`src/rtl/core/utf8d_pkg.sv`:
```
// shared types and constants for the utf-8 stream decoder
`default_nettype none
package utf8d_pkg;

    localparam int CP_W = 21;

    localparam logic [CP_W-1:0] REPLACEMENT = 21'h00fffd;
    localparam logic [CP_W-1:0] MAX_SCALAR  = 21'h10ffff;
    localparam logic [CP_W-1:0] MIN_CP4     = 21'h010000;
    localparam logic [CP_W-1:0] MIN_CP3     = 21'h000800;
    localparam logic [CP_W-1:0] MIN_CP2     = 21'h000080;

    // lead byte classes, compared under mask
    localparam logic [7:0] MASK_LEAD2 = 8'he0;
    localparam logic [7:0] CODE_LEAD2 = 8'hc0;
    localparam logic [7:0] MASK_LEAD3 = 8'hf0;
    localparam logic [7:0] CODE_LEAD3 = 8'he0;
    localparam logic [7:0] MASK_LEAD4 = 8'hf8;
    localparam logic [7:0] CODE_LEAD4 = 8'hf0;
    localparam logic [7:0] MASK_CONT  = 8'hc0;
    localparam logic [7:0] CODE_CONT  = 8'h80;

    // results caused by one input byte: replacements first, then at most one final code point
    typedef struct packed {
        logic [1:0]      rep_cnt;
        logic            has_final;
        logic [CP_W-1:0] final_cp;
        logic            final_bad;
    } t_bundle;

endpackage
`default_nettype wire

```
`src/rtl/core/utf8d_decode.sv`:
```
// byte decoder: sequence state and per-byte result bundle
`default_nettype none
module utf8d_decode (
    input  wire logic               i_clk,
    input  wire logic               i_rst_n,
    input  wire logic               i_take,
    input  wire logic [7:0]         i_byte,
    output utf8d_pkg::t_bundle      o_bundle
);
    import utf8d_pkg::*;

    logic [1:0]      r_remain, n_remain;
    logic [1:0]      r_held, n_held;
    logic [CP_W-1:0] r_acc, n_acc;

    logic            is_cont;
    logic [CP_W-1:0] acc_next;
    logic            good;

    assign is_cont  = (i_byte & MASK_CONT) == CODE_CONT;
    assign acc_next = {r_acc[CP_W-7:0], i_byte[5:0]};

    always_comb begin
        unique case (r_held)
            2'd1:    good = acc_next >= MIN_CP2;
            2'd2:    good = acc_next >= MIN_CP3;
            default: good = (acc_next >= MIN_CP4) && (acc_next <= MAX_SCALAR);
        endcase
    end

    always_comb begin
        o_bundle  = '0;
        n_remain  = r_remain;
        n_held    = r_held;
        n_acc     = r_acc;
        if (r_remain != 2'd0 && is_cont) begin
            if (r_remain == 2'd1) begin
                o_bundle.has_final = 1'b1;
                o_bundle.final_cp  = good ? acc_next : REPLACEMENT;
                o_bundle.final_bad = !good;
                n_remain           = 2'd0;
                n_held             = 2'd0;
                n_acc              = '0;
            end else begin
                n_acc    = acc_next;
                n_held   = r_held + 2'd1;
                n_remain = r_remain - 2'd1;
            end
        end else begin
            // broken sequence: one replacement per held byte, then decode afresh
            if (r_remain != 2'd0) begin
                o_bundle.rep_cnt = r_held;
            end
            n_remain = 2'd0;
            n_held   = 2'd0;
            n_acc    = '0;
            priority if (i_byte == 8'd0) begin
                // terminator, no code point of its own
            end else if (!i_byte[7]) begin
                o_bundle.has_final = 1'b1;
                o_bundle.final_cp  = {{(CP_W-8){1'b0}}, i_byte};
            end else if ((i_byte & MASK_LEAD2) == CODE_LEAD2) begin
                n_acc    = {{(CP_W-5){1'b0}}, i_byte[4:0]};
                n_remain = 2'd1;
                n_held   = 2'd1;
            end else if ((i_byte & MASK_LEAD3) == CODE_LEAD3) begin
                n_acc    = {{(CP_W-4){1'b0}}, i_byte[3:0]};
                n_remain = 2'd2;
                n_held   = 2'd1;
            end else if ((i_byte & MASK_LEAD4) == CODE_LEAD4) begin
                n_acc    = {{(CP_W-3){1'b0}}, i_byte[2:0]};
                n_remain = 2'd3;
                n_held   = 2'd1;
            end else begin
                o_bundle.has_final = 1'b1;
                o_bundle.final_cp  = REPLACEMENT;
                o_bundle.final_bad = 1'b1;
            end
        end
    end

    always_ff @(posedge i_clk) begin
        if (!i_rst_n) begin
            r_remain <= 2'd0;
            r_held   <= 2'd0;
            r_acc    <= '0;
        end else if (i_take) begin
            r_remain <= n_remain;
            r_held   <= n_held;
            r_acc    <= n_acc;
        end
    end

endmodule
`default_nettype wire

```
`src/rtl/core/utf8d_burst.sv`:
```
// result register that plays one bundle out as a burst of beats
`default_nettype none
module utf8d_burst (
    input  wire logic                        i_clk,
    input  wire logic                        i_rst_n,
    input  wire logic                        i_load,
    input  wire utf8d_pkg::t_bundle          i_bundle,
    output logic                             o_free,
    output logic                             o_valid,
    input  wire logic                        i_ready,
    output logic [utf8d_pkg::CP_W-1:0]       o_code_point,
    output logic                             o_malformed,
    output logic                             o_last_in_run
);
    import utf8d_pkg::*;

    t_bundle r_bundle;
    logic    r_valid;
    logic    take;
    logic    is_empty;

    assign is_empty      = (i_bundle.rep_cnt == 2'd0) && !i_bundle.has_final;
    assign take          = r_valid && i_ready;
    assign o_valid       = r_valid;
    assign o_last_in_run = (r_bundle.rep_cnt == 2'd0)
                        || ((r_bundle.rep_cnt == 2'd1) && !r_bundle.has_final);
    assign o_code_point  = (r_bundle.rep_cnt != 2'd0) ? REPLACEMENT : r_bundle.final_cp;
    assign o_malformed   = (r_bundle.rep_cnt != 2'd0) || r_bundle.final_bad;
    assign o_free        = !r_valid || (take && o_last_in_run);

    always_ff @(posedge i_clk) begin
        if (!i_rst_n) begin
            r_valid <= 1'b0;
        end else begin
            if (take && o_last_in_run) begin
                r_valid <= 1'b0;
            end
            if (i_load && !is_empty) begin
                r_valid <= 1'b1;
            end
        end
    end

    always_ff @(posedge i_clk) begin
        if (i_load && !is_empty) begin
            r_bundle <= i_bundle;
        end else if (take && r_bundle.rep_cnt != 2'd0) begin
            r_bundle.rep_cnt <= r_bundle.rep_cnt - 2'd1;
        end
    end

endmodule
`default_nettype wire

```
`src/rtl/core/utf8_stream_decoder.sv`:
```
// top level of the utf-8 stream decoder with replacement
// the first result of a byte appears in the cycle after the byte's beat
// throughput: one byte per cycle with i_ready high and at most one result per byte
// a byte with n results (n up to 4) holds the result register until all are taken
// reset (i_rst_n low at a clock edge) drops any open sequence and any pending result
`default_nettype none
module utf8_stream_decoder (
    input  wire logic        i_clk,
    input  wire logic        i_rst_n,
    // byte input channel
    input  wire logic        i_valid,
    output logic             o_ready,
    input  wire logic [7:0]  i_data_byte,
    // code point output channel
    output logic             o_valid,
    input  wire logic        i_ready,
    output logic [20:0]      o_code_point,
    output logic             o_malformed,
    output logic             o_last_in_run
);
    import utf8d_pkg::*;

    t_bundle bundle;
    logic    free;
    logic    take_in;

    // a new byte is taken whenever the result register is empty or drains its last beat
    assign o_ready = free;
    assign take_in = i_valid && free;

    // sequence state and classification of the incoming byte
    utf8d_decode u_decode (
        .i_clk    (i_clk),
        .i_rst_n  (i_rst_n),
        .i_take   (take_in),
        .i_byte   (i_data_byte),
        .o_bundle (bundle)
    );

    // bytes that give no result (leads, mid-sequence continuations, lone terminator)
    // never occupy the result register
    utf8d_burst u_burst (
        .i_clk         (i_clk),
        .i_rst_n       (i_rst_n),
        .i_load        (take_in),
        .i_bundle      (bundle),
        .o_free        (free),
        .o_valid       (o_valid),
        .i_ready       (i_ready),
        .o_code_point  (o_code_point),
        .o_malformed   (o_malformed),
        .o_last_in_run (o_last_in_run)
    );

endmodule
`default_nettype wire
```
`config.mk`:
```
export PLATFORM = sky130hd
export DESIGN_NAME = utf8_stream_decoder
export DESIGN_NICKNAME = d
export VERILOG_FILES = /design/src/rtl/core/utf8d_pkg.sv /design/src/rtl/core/utf8d_decode.sv /design/src/rtl/core/utf8d_burst.sv /design/src/rtl/core/utf8_stream_decoder.sv
export SDC_FILE = /design/constraint.sdc
export NUM_CORES = 1
export LEC_CHECK = 0
export BUFFER_PORTS_ARGS = -buffer_cell sky130_fd_sc_hd__clkbuf_2
export CAP_MARGIN = 25
export CORE_MARGIN = 4
export CORE_UTILIZATION = 55
export CTS_CLUSTER_DIAMETER = 60
export DETAILED_ROUTE_END_ITERATION = 10
export HOLD_SLACK_MARGIN = 0.06
export MAX_ROUTING_LAYER = met4
export PLACE_DENSITY = 0.87
export SYNTH_ARGS = -nofsm -noshare
export SYNTH_HDL_FRONTEND = slang
export SYNTH_SLANG_ARGS = --single-unit
```
`constraint.sdc`:
```
create_clock -name i_clk -period 3.5 [get_ports i_clk]
set_input_delay 0.35 -clock i_clk [delete_from_list [all_inputs] [get_ports i_clk]]
set_output_delay 0.35 -clock i_clk [all_outputs]
set_load 0.005 [all_outputs]
```
## Word-level counts from Yosys, hierarchy flattened

Index checks and enable logic that the tools add are counted.

| operators by class | value |
|---|---|
| $add $sub $neg | 3 |
| order comparisons | 4 |
| equal/unequal tests | 8 |
| muxes and demuxes | 38 |
| reduce and logical (&&, ||, !) cells | 24 |

Operators by type and width:

| kind | number |
|---|---|
| two-way mux 23 bit | 6 |
| two-way mux 15 bit | 5 |
| two-way mux 21 bit | 2 |
| two-way mux 2 bit | 17 |
| two-way mux 22 bit | 1 |
| >= comparator 21 x 12 -> 1 bit (second input constant) | 1 |
| >= comparator 21 x 17 -> 1 bit (second input constant) | 1 |
| >= comparator 21 x 8 -> 1 bit (second input constant) | 1 |
| <= comparator 21 bit (second input constant) | 1 |
| logical AND 1 bit | 9 |
| zero test 8 bit | 1 |
| nonzero test 2 bit | 4 |
| == test 2 x 1 -> 1 bit (second input constant) | 3 |
| == test 5 bit (second input constant) | 1 |
| zero test 1 bit | 5 |
| == test 2 bit (second input constant) | 2 |
| == test 4 bit (second input constant) | 1 |
| zero test 2 bit | 2 |
| two-way mux 1 bit | 4 |
| two-way mux 4 bit | 1 |
| subtractor 2 x 1 -> 2 bit (second input constant) | 2 |
| == test 3 bit (second input constant) | 1 |
| logical OR 1 bit | 3 |
| two-way mux 3 bit | 1 |
| other kinds (2) | 2 |

| storage, ports and cells | value |
|---|---|
| bits in registers | 45 |
| input bits | 12 |
| output and inout port bits | 25 |
| logic and storage cells | 85 |

## Logic depth before layout (Yosys ltp)

Gate-level depths: netlist of run 1.

| logic depth | value |
|---|---|
| depth in word-level cells | 12 |
| gate-level depth with buffers | 8 |
| depth with buffers taken out | 7 |

## Cells and area by module

From an unflattened synthesis of run 1, not the netlist that was laid out.

| second synthesis, totals | value |
|---|---|
| cell total of the unflattened synthesis | 245 |
| area, all modules | 2363.5 µm² |

Modules (own cells, without submodules):

| module | instances | cells each | area an instance (µm²) | seq. area each (µm²) |
|---|---|---|---|---|
| utf8d_decode | 1 | 176 | 1311.3 | 380.4 |
| utf8d_burst | 1 | 68 | 1046.0 | 770.7 |
| utf8_stream_decoder | 1 | 1 | 6.3 | 0.0 |

## Worst setup path after synthesis of run 1

No wires, ideal clock.

| path | value |
|---|---|
| path type | register to register |
| start | register u_decode.r_remain[0] |
| end | register u_burst.r_bundle[0] (netlist name), enable pin |
| library setup time | 0.403 ns |
| arrival | 2.368 ns |
| slack | 0.729 ns |
| cell stages (with the launch flop) | 8 |
| buffers on the path | 0 |
| clock period less this slack | 2.771 ns |
| path through | dfxtp_1 inv_1 ha_1 nor3b_1 nand2_1 o21ai_2 nor2_1 nor2_1 |

RTL lines:

| item | RTL line | RTL |
|---|---|---|
| from (decl) | utf8d_decode.sv:12 | `logic [1:0] r_remain, n_remain;` |
| from (signal assigned) | utf8d_decode.sv:88 | `r_remain <= n_remain;` |
| to (signal assigned) | utf8d_burst.sv:46 | `r_bundle <= i_bundle;` |
| to (decl) | utf8d_burst.sv:17 | `t_bundle r_bundle;` |

==> impl_metrics.env, run 1 <==
export IMPL_antenna_found_initial=0
export IMPL_cts_hold_buffers=0
export IMPL_die_x_um=72.1
export IMPL_rsz0062_at_grt="no"
export IMPL_crit_buf_inv=2
export IMPL_grt_ovfl_total=0
export IMPL_outcome="completed"
export IMPL_io_buffers=36
export IMPL_cts_tree="yes"
export IMPL_worstPathRequired_ns=3.49
export IMPL_path_max_fanout=23
export IMPL_clkSinkCount=45
export IMPL_core_sq_um=4000
export IMPL_leakagePower_nw=0.964
export IMPL_nets=282
export IMPL_ctsResizeCount=0
export IMPL_grt_util_all_layers=0.186
export IMPL_die_h_um=72.1
export IMPL_antennaDiodeCount=0
export IMPL_timing_fmax_mhz=442
export IMPL_hold_viol_final=0
export IMPL_crit_arrival_ns=2.25
export IMPL_syn_nets=248
export IMPL_grt_max_degree=25
export IMPL_cp_top_family="simple AND/OR/NAND/NOR gates"
export IMPL_wire_per_inst_um=13.7
export IMPL_clockBufferDepth=2
export IMPL_drt_pass1_iter_count=4
export IMPL_clkTransAtPathRegs_ns=0.08
export IMPL_routabilityCongestion=0.887
export IMPL_vias_per_cell=5.69
export IMPL_areaGrowthSynthToFinish_pct=13.7
export IMPL_finalWirelength_mm=4.32
export IMPL_cp_start_kind="flop"
export IMPL_worstMarginPinSlew_ns=0.916
export IMPL_drc_errors=0
export IMPL_syn_area_per_cell_sq_um=9.83
export IMPL_hold_path_class="primary input to flop"
export IMPL_reg2reg_slack_ns=1.24
export IMPL_tns_ns=0
export IMPL_max_stage_delay_ns=0.36
export IMPL_area_sequential_sq_um=1150
export IMPL_clock_latency_ns=0.30
export IMPL_slew_violations=0
export IMPL_cp_slowest_cell="dfxtp_1"
export IMPL_fin_util=0.643
export IMPL_p_per_area_nw_per_um2=436
export IMPL_cts_max_level=2
export IMPL_grt_pass1_vias=1542
export IMPL_initialDrtViolationCount=134
export IMPL_die_area_sq_um=5200
export IMPL_nFillCells=338
export IMPL_yosysUniqueCellTypes=43
export IMPL_ys_seq_elements=45
export IMPL_crit_path_end_kind="flop"
export IMPL_irDropWorstVdd_v=0.000266
export IMPL_setup_viol=0
export IMPL_yosys_warnings=0
export IMPL_synthCells=230
export IMPL_finalCriticalPeriod_ns=2.26
export IMPL_skew_ns=0.00409
export IMPL_ant_nets=0
export IMPL_yosysSeqAreaShare=0.509
export IMPL_cts_post_setup_buffers_inserted=0
export IMPL_initial_core_util=0.565
export IMPL_ctsRootBufferMaster="clkbuf_8"
export IMPL_min_period_over_period=0.646
export IMPL_cpMostUsedCell="nor2_1"
export IMPL_critPathKind="flop to flop"
export IMPL_row_count=23
export IMPL_grt_pass1_wl_mm=7.27
export IMPL_relSlewSlack=0.388
export IMPL_numCtsBuffers=5
export IMPL_synth_area_sq_um=2260
export IMPL_multi_input_area_sq_um=1030
export IMPL_ioPinCount=37
export IMPL_num_vias=1792
export IMPL_dpl_hpwl_mm=3.15
export IMPL_drive_gt1_frac=0.219
export IMPL_cp_cell_sequence="inv_1 -> ha_1 -> nor3b_1 -> nand2_1 -> o21ai_2 -> nor2_1 -> nor2_1 -> buf_4"
export IMPL_max_cap_viol_count=0
-- cell usage in the layout (no fill, tap or decap), drive strengths merged, types with 6 or more instances in the layout --
master,count
clkbuf,41
nand2b,17
o21a,14
nor2,7
a21oi,20
and3,6
o21ai,8
nand3,21
ha,6
inv,10
and2,7
dfxtp,20
edfxtp,25
nand2,26
-- stage by stage --
| stage | instances | power (W) | setup slack, ns | instance area [sq um] | hold slack, ns |
|---|---|---|---|---|---|
| after floorplan | 230 | 0.000743 | 0.729 | 2260 | 0.436 |
| after global placement | 307 | 0.000807 | 1.32 | 2480 | 0.444 |
| after CTS | 315 | 0.00113 | 1.24 | 2570 | 0.323 |
| after global routing | 315 | 0.00118 | 0.898 | 2570 | 0.327 |
| after detailed placement | 307 | 0.000812 | 1.25 | 2480 | 0.457 |
| final | 315 | 0.00112 | 1.24 | 2570 | 0.321 |
-- worst min-delay path, stage by stage --
cell      delay [ns]
clkbuf_2        0.10
nand3_1         0.07
a21oi_1         0.06
-- registers in the layout (all words and copies together) (netlist names) --
signal and cells:
u_decode.r_acc 15, u_burst.r_bundle 25, u_decode.r_held 2, u_decode.r_remain 2, u_burst.o_valid 1
-- cell families (layout without fill, tap and decap cells) --
family	count (synthesis)	count (layout)	synth area share
buf+inv	21	56	0.0365
fa+ha+maj	6	6	0.0332
flops	45	45	0.509
simple gates	99	99	0.240
compound gates	58	58	0.177
xor+xnor	1	1	0.00387
-- cell type report --
type / instances / area share
sequential: 45 / 0.448
multi-input combinational: 164 / 0.400
timing repair buffer: 39 / 0.0788
clock buffer: 5 / 0.0268
tap: 50 / 0.0243
inverter: 9 / 0.0131
clock inverter: 3 / 0.00973
-- cells in the mapped netlist (all sizes together) --
cell type	n	area [sq um]
nand2	26	100
buf	3	15.0
nor4	3	40.0
a22oi	1	7.51
o21a	14	105
edfxtp	25	751
a21oi	20	100
and2	7	43.8
a32oi	1	8.76
nand3	21	105
nor3	1	5.00
a21boi	3	22.5
inv	9	33.8
xnor2	1	8.76
o211ai	2	25.0
o31ai	1	7.51
a221o	1	10.0
clkbuf	9	33.8
nor3b	1	7.51
nand3b	2	15.0
dfxtp	20	400
or2	2	12.5
a31oi	1	6.26
a211o	2	17.5
or4	2	18.8
and3	6	37.5
a311oi	1	8.76
a21bo	1	10.0
o2111ai	1	8.76
ha	6	75.1
nor2b	3	18.8
nand2b	17	106
nand4	1	6.26
a211oi	1	7.51
o21ai	8	55.1
nor2	7	26.3
-- path summary, 6_finish.rpt --
check                       startpoint              endpoint  depth (start not counted)
setup / recovery  u_decode.r_remain[0]  u_burst.r_bundle[15]                          8
hold / removal          i_data_byte[1]     u_decode.r_acc[1]                          3
setup reg to reg  u_decode.r_remain[0]  u_burst.r_bundle[15]                          8
hold reg to reg   u_decode.r_remain[1]  u_decode.r_remain[1]                          2
-- power breakdown --
part	total [W]	internal, W	switching, W
combinational	0.000191	0.0000794	0.000112
clock	0.000323	0.000144	0.000180
sequential	0.000607	0.000596	0.0000119
-- routing by layer --
metal  track usage  vias up  wire [um]
met5             -        -          0
met4        0.0564        0         56
met3        0.0457        7        333
met2         0.274       70       1950
met1         0.254      826       1970
li1              -      889          -
No activity file was read; power rests on OpenSTA's default activity.
==> run 2: changes to the inputs <==
Settings changed: CORE_UTILIZATION 55 to 50, PLACE_DENSITY 0.87 to 0.84.
Clock period 3.5 ns to 1.8 ns, I/O delays scaled along.
==> run 2 against run 1 <==
Effect of this change: core utilization rose by 11 points; the flow now finishes with violations (negative setup slack); cell area rose by 28%; largest cell class is now multi-input gates; critical path type unchanged; sequential share of layout area fell by 9.7 points; fmax rose by 20%; critical path depth fell by 3.
==> impl_metrics.env, run 2 (synthesized netlist as in run 1, its figures left out) <==
export IMPL_outcome="complete, but fails checks"
export IMPL_violations="negative setup slack"
export IMPL_finalPower_w=0.00248
export IMPL_reg2reg_depth=5
export IMPL_worstPathRequired_ns=1.97
export IMPL_hold_path_class="primary input to flop"
export IMPL_net_switching_power_w=0.000734
export IMPL_skew_ns=0.00928
export IMPL_highest_layer="met4"
export IMPL_tns_ns=-0.615
export IMPL_internal_power_w=0.00175
export IMPL_fin_cells=365
export IMPL_drc_errors=0
export IMPL_grt_ovfl_total=0
export IMPL_antenna_found_initial=0
export IMPL_initialDrtViolationCount=275
export IMPL_max_cap_viol_count=0
export IMPL_crit_end="u_burst.r_bundle[6]"
export IMPL_rsz0062_at_grt="yes"
export IMPL_crit_path_end_kind="flop"
export IMPL_num_vias=2188
export IMPL_crit_start="u_decode.r_acc[13]"
export IMPL_largest_register="u_burst.r_bundle"
export IMPL_antennaDiodeCount=0
export IMPL_dp_cells=346
export IMPL_min_period_over_period=1.05
export IMPL_ioPinCount=37
export IMPL_detail_route_wirelength_met1_mm=2.73
export IMPL_grt_max_degree=25
export IMPL_areaGrowthSynthToFinish_pct=45.8
export IMPL_dpl_hpwl_mm=3.93
export IMPL_initial_core_util=0.519
export IMPL_dr_wl_met2_mm=3.35
export IMPL_numCtsBuffers=5
export IMPL_drive_gt1_frac=0.479
export IMPL_die_area_sq_um=5660
export IMPL_pwr_share_seq=0.477
export IMPL_die_h_um=75.2
export IMPL_wl_met3_um=606
export IMPL_row_count=24
export IMPL_leakagePower_nw=1.28
export IMPL_place_ws_ns=-0.183
export IMPL_p_clk_frac=0.270
export IMPL_setup_slack_ns=-0.0836
export IMPL_vias_per_cell=5.99
export IMPL_cts_tree="yes"
export IMPL_worstMarginPinSlew_ns=0.815
export IMPL_relSlewSlack=0.456
export IMPL_clkTransAtPathRegs_ns=0.10
export IMPL_clockBufferDepth=2
export IMPL_hold_viol_final=0
export IMPL_mostFrequentLayoutCells="buf_4 (39), clkbuf_2 (36), edfxtp_1 (25), nand2_1 (23), dfxtp_1 (17)"
export IMPL_setup_viol=20
export IMPL_nets=330
export IMPL_reg2reg_slack_ns=-0.08
export IMPL_drt_pass1_iter_count=5
export IMPL_finalCriticalPeriod_ns=1.88
export IMPL_ctsRootBufferMaster="clkbuf_8"
export IMPL_timing_fmax_mhz=531
export IMPL_multi_input_area_sq_um=1290
export IMPL_grt_util_all_layers=0.222
export IMPL_routabilityCongestion=0.874
export IMPL_grt_pass1_wl_mm=9.09
export IMPL_p_per_area_nw_per_um2=753
export IMPL_finalWirelength_mm=6.87
export IMPL_core_sq_um=4350
export IMPL_crit_arrival_ns=2.05
export IMPL_timing_rr_end="u_burst.r_bundle[6]"
export IMPL_cts_hold_buffers=0
export IMPL_irDropWorstVdd_v=0.000346
export IMPL_final_common_cell="buf_4"
export IMPL_grt_pass1_vias=1866
export IMPL_top_regs="u_burst.r_bundle: 25 flops, u_decode.r_acc: 15 flops"
export IMPL_largest_reg_flops=25
export IMPL_io_buffers=36
export IMPL_cts_max_level=2
export IMPL_power_frac_comb=0.253
export IMPL_clock_latency_ns=0.31
export IMPL_r2r_start="u_decode.r_acc[13]"
export IMPL_wire_per_inst_um=18.8
export IMPL_switching_share=0.296
export IMPL_slew_violations=0
export IMPL_path_max_fanout=6
export IMPL_cp_start_kind="flop"
export IMPL_die_x_um=75.2
export IMPL_clkSinkCount=45
export IMPL_ant_nets=0
export IMPL_nFillCells=263
export IMPL_area_sequential_sq_um=1150
export IMPL_critPathKind="flop to flop"
run 2: changes by cell type in the layout (fill, tap and decap cells not counted), sizes merged:
cell / change
buf: +44
clkbuf: +2
a221o: +1
nor2: +1
run 2: layout make-up:
| class | instances | share of cell area |
|---|---|---|
| Timing Repair Buffer | 85 | 0.200 |
| Tap cell | 52 | 0.0197 |
| Multi-Input combinational cell | 166 | 0.391 |
| Inverter | 9 | 0.0102 |
| Clock inverter | 3 | 0.00759 |
| Clock buffer | 5 | 0.0209 |
| Sequential cell | 45 | 0.350 |
run 2: through the flow:
stage	utilization	hold slack, ns	cell area [sq um]
after floorplan	-	0.332	2370
after global placement	0.659	0.460	2870
after detailed placement	0.659	0.473	2870
after CTS	0.696	0.152	3030
after global routing	0.757	0.230	3300
final	0.757	0.189	3300
run 2: critical path: stages, from the launching register on:
cell,delay [ns]
dfxtp_1,0.37
nor4_4,0.36
a311oi_2,0.18
a221o_2,0.42
o21ai_4,0.23
o21a_1,0.18
run 2: routing by layer:
| metal | up-vias | global-route usage |
|---|---|---|
| met5 | - | - |
| met4 | 0 | 0.0757 |
| met3 | 25 | 0.0454 |
| met2 | 124 | 0.339 |
| met1 | 1044 | 0.294 |
| li1 | 995 | - |
run 2: worst min-delay path by stage:
stage | start | to | slack, ns | cells after the start
floorplan | i_data_byte[0] | u_decode.r_acc[0] | 0.33 | 2
global placement | u_decode.r_remain[1] | u_decode.r_remain[1] | 0.46 | 2
detailed placement | i_valid | u_burst.o_valid | 0.47 | 3
CTS | i_valid | u_burst.o_valid | 0.15 | 3
global route | i_valid | u_burst.o_valid | 0.23 | 3
finish | i_valid | u_burst.o_valid | 0.19 | 3
run 2: what timing repair did:
| item | CTS | global route |
|---|---|---|
| gates cloned | 2 | 2 |
| pin swaps | 1 | 14 |
| setup buffers | 1 | 6 |
| endpoints found under the setup margin | 40 | 65 |
| resized for setup | 7 | 29 |
run 2: power by group through the flow:
stage          clock network [W]  logic (W)  registers, W
4_1_cts                 0.000672   0.000522       0.00118
5_1_grt                 0.000716   0.000675       0.00119
2_1_floorplan                  0   0.000289       0.00120
6_report                0.000672   0.000628       0.00118
3_5_place_dp                   0   0.000500       0.00120
3_3_place_gp                   0   0.000485       0.00120
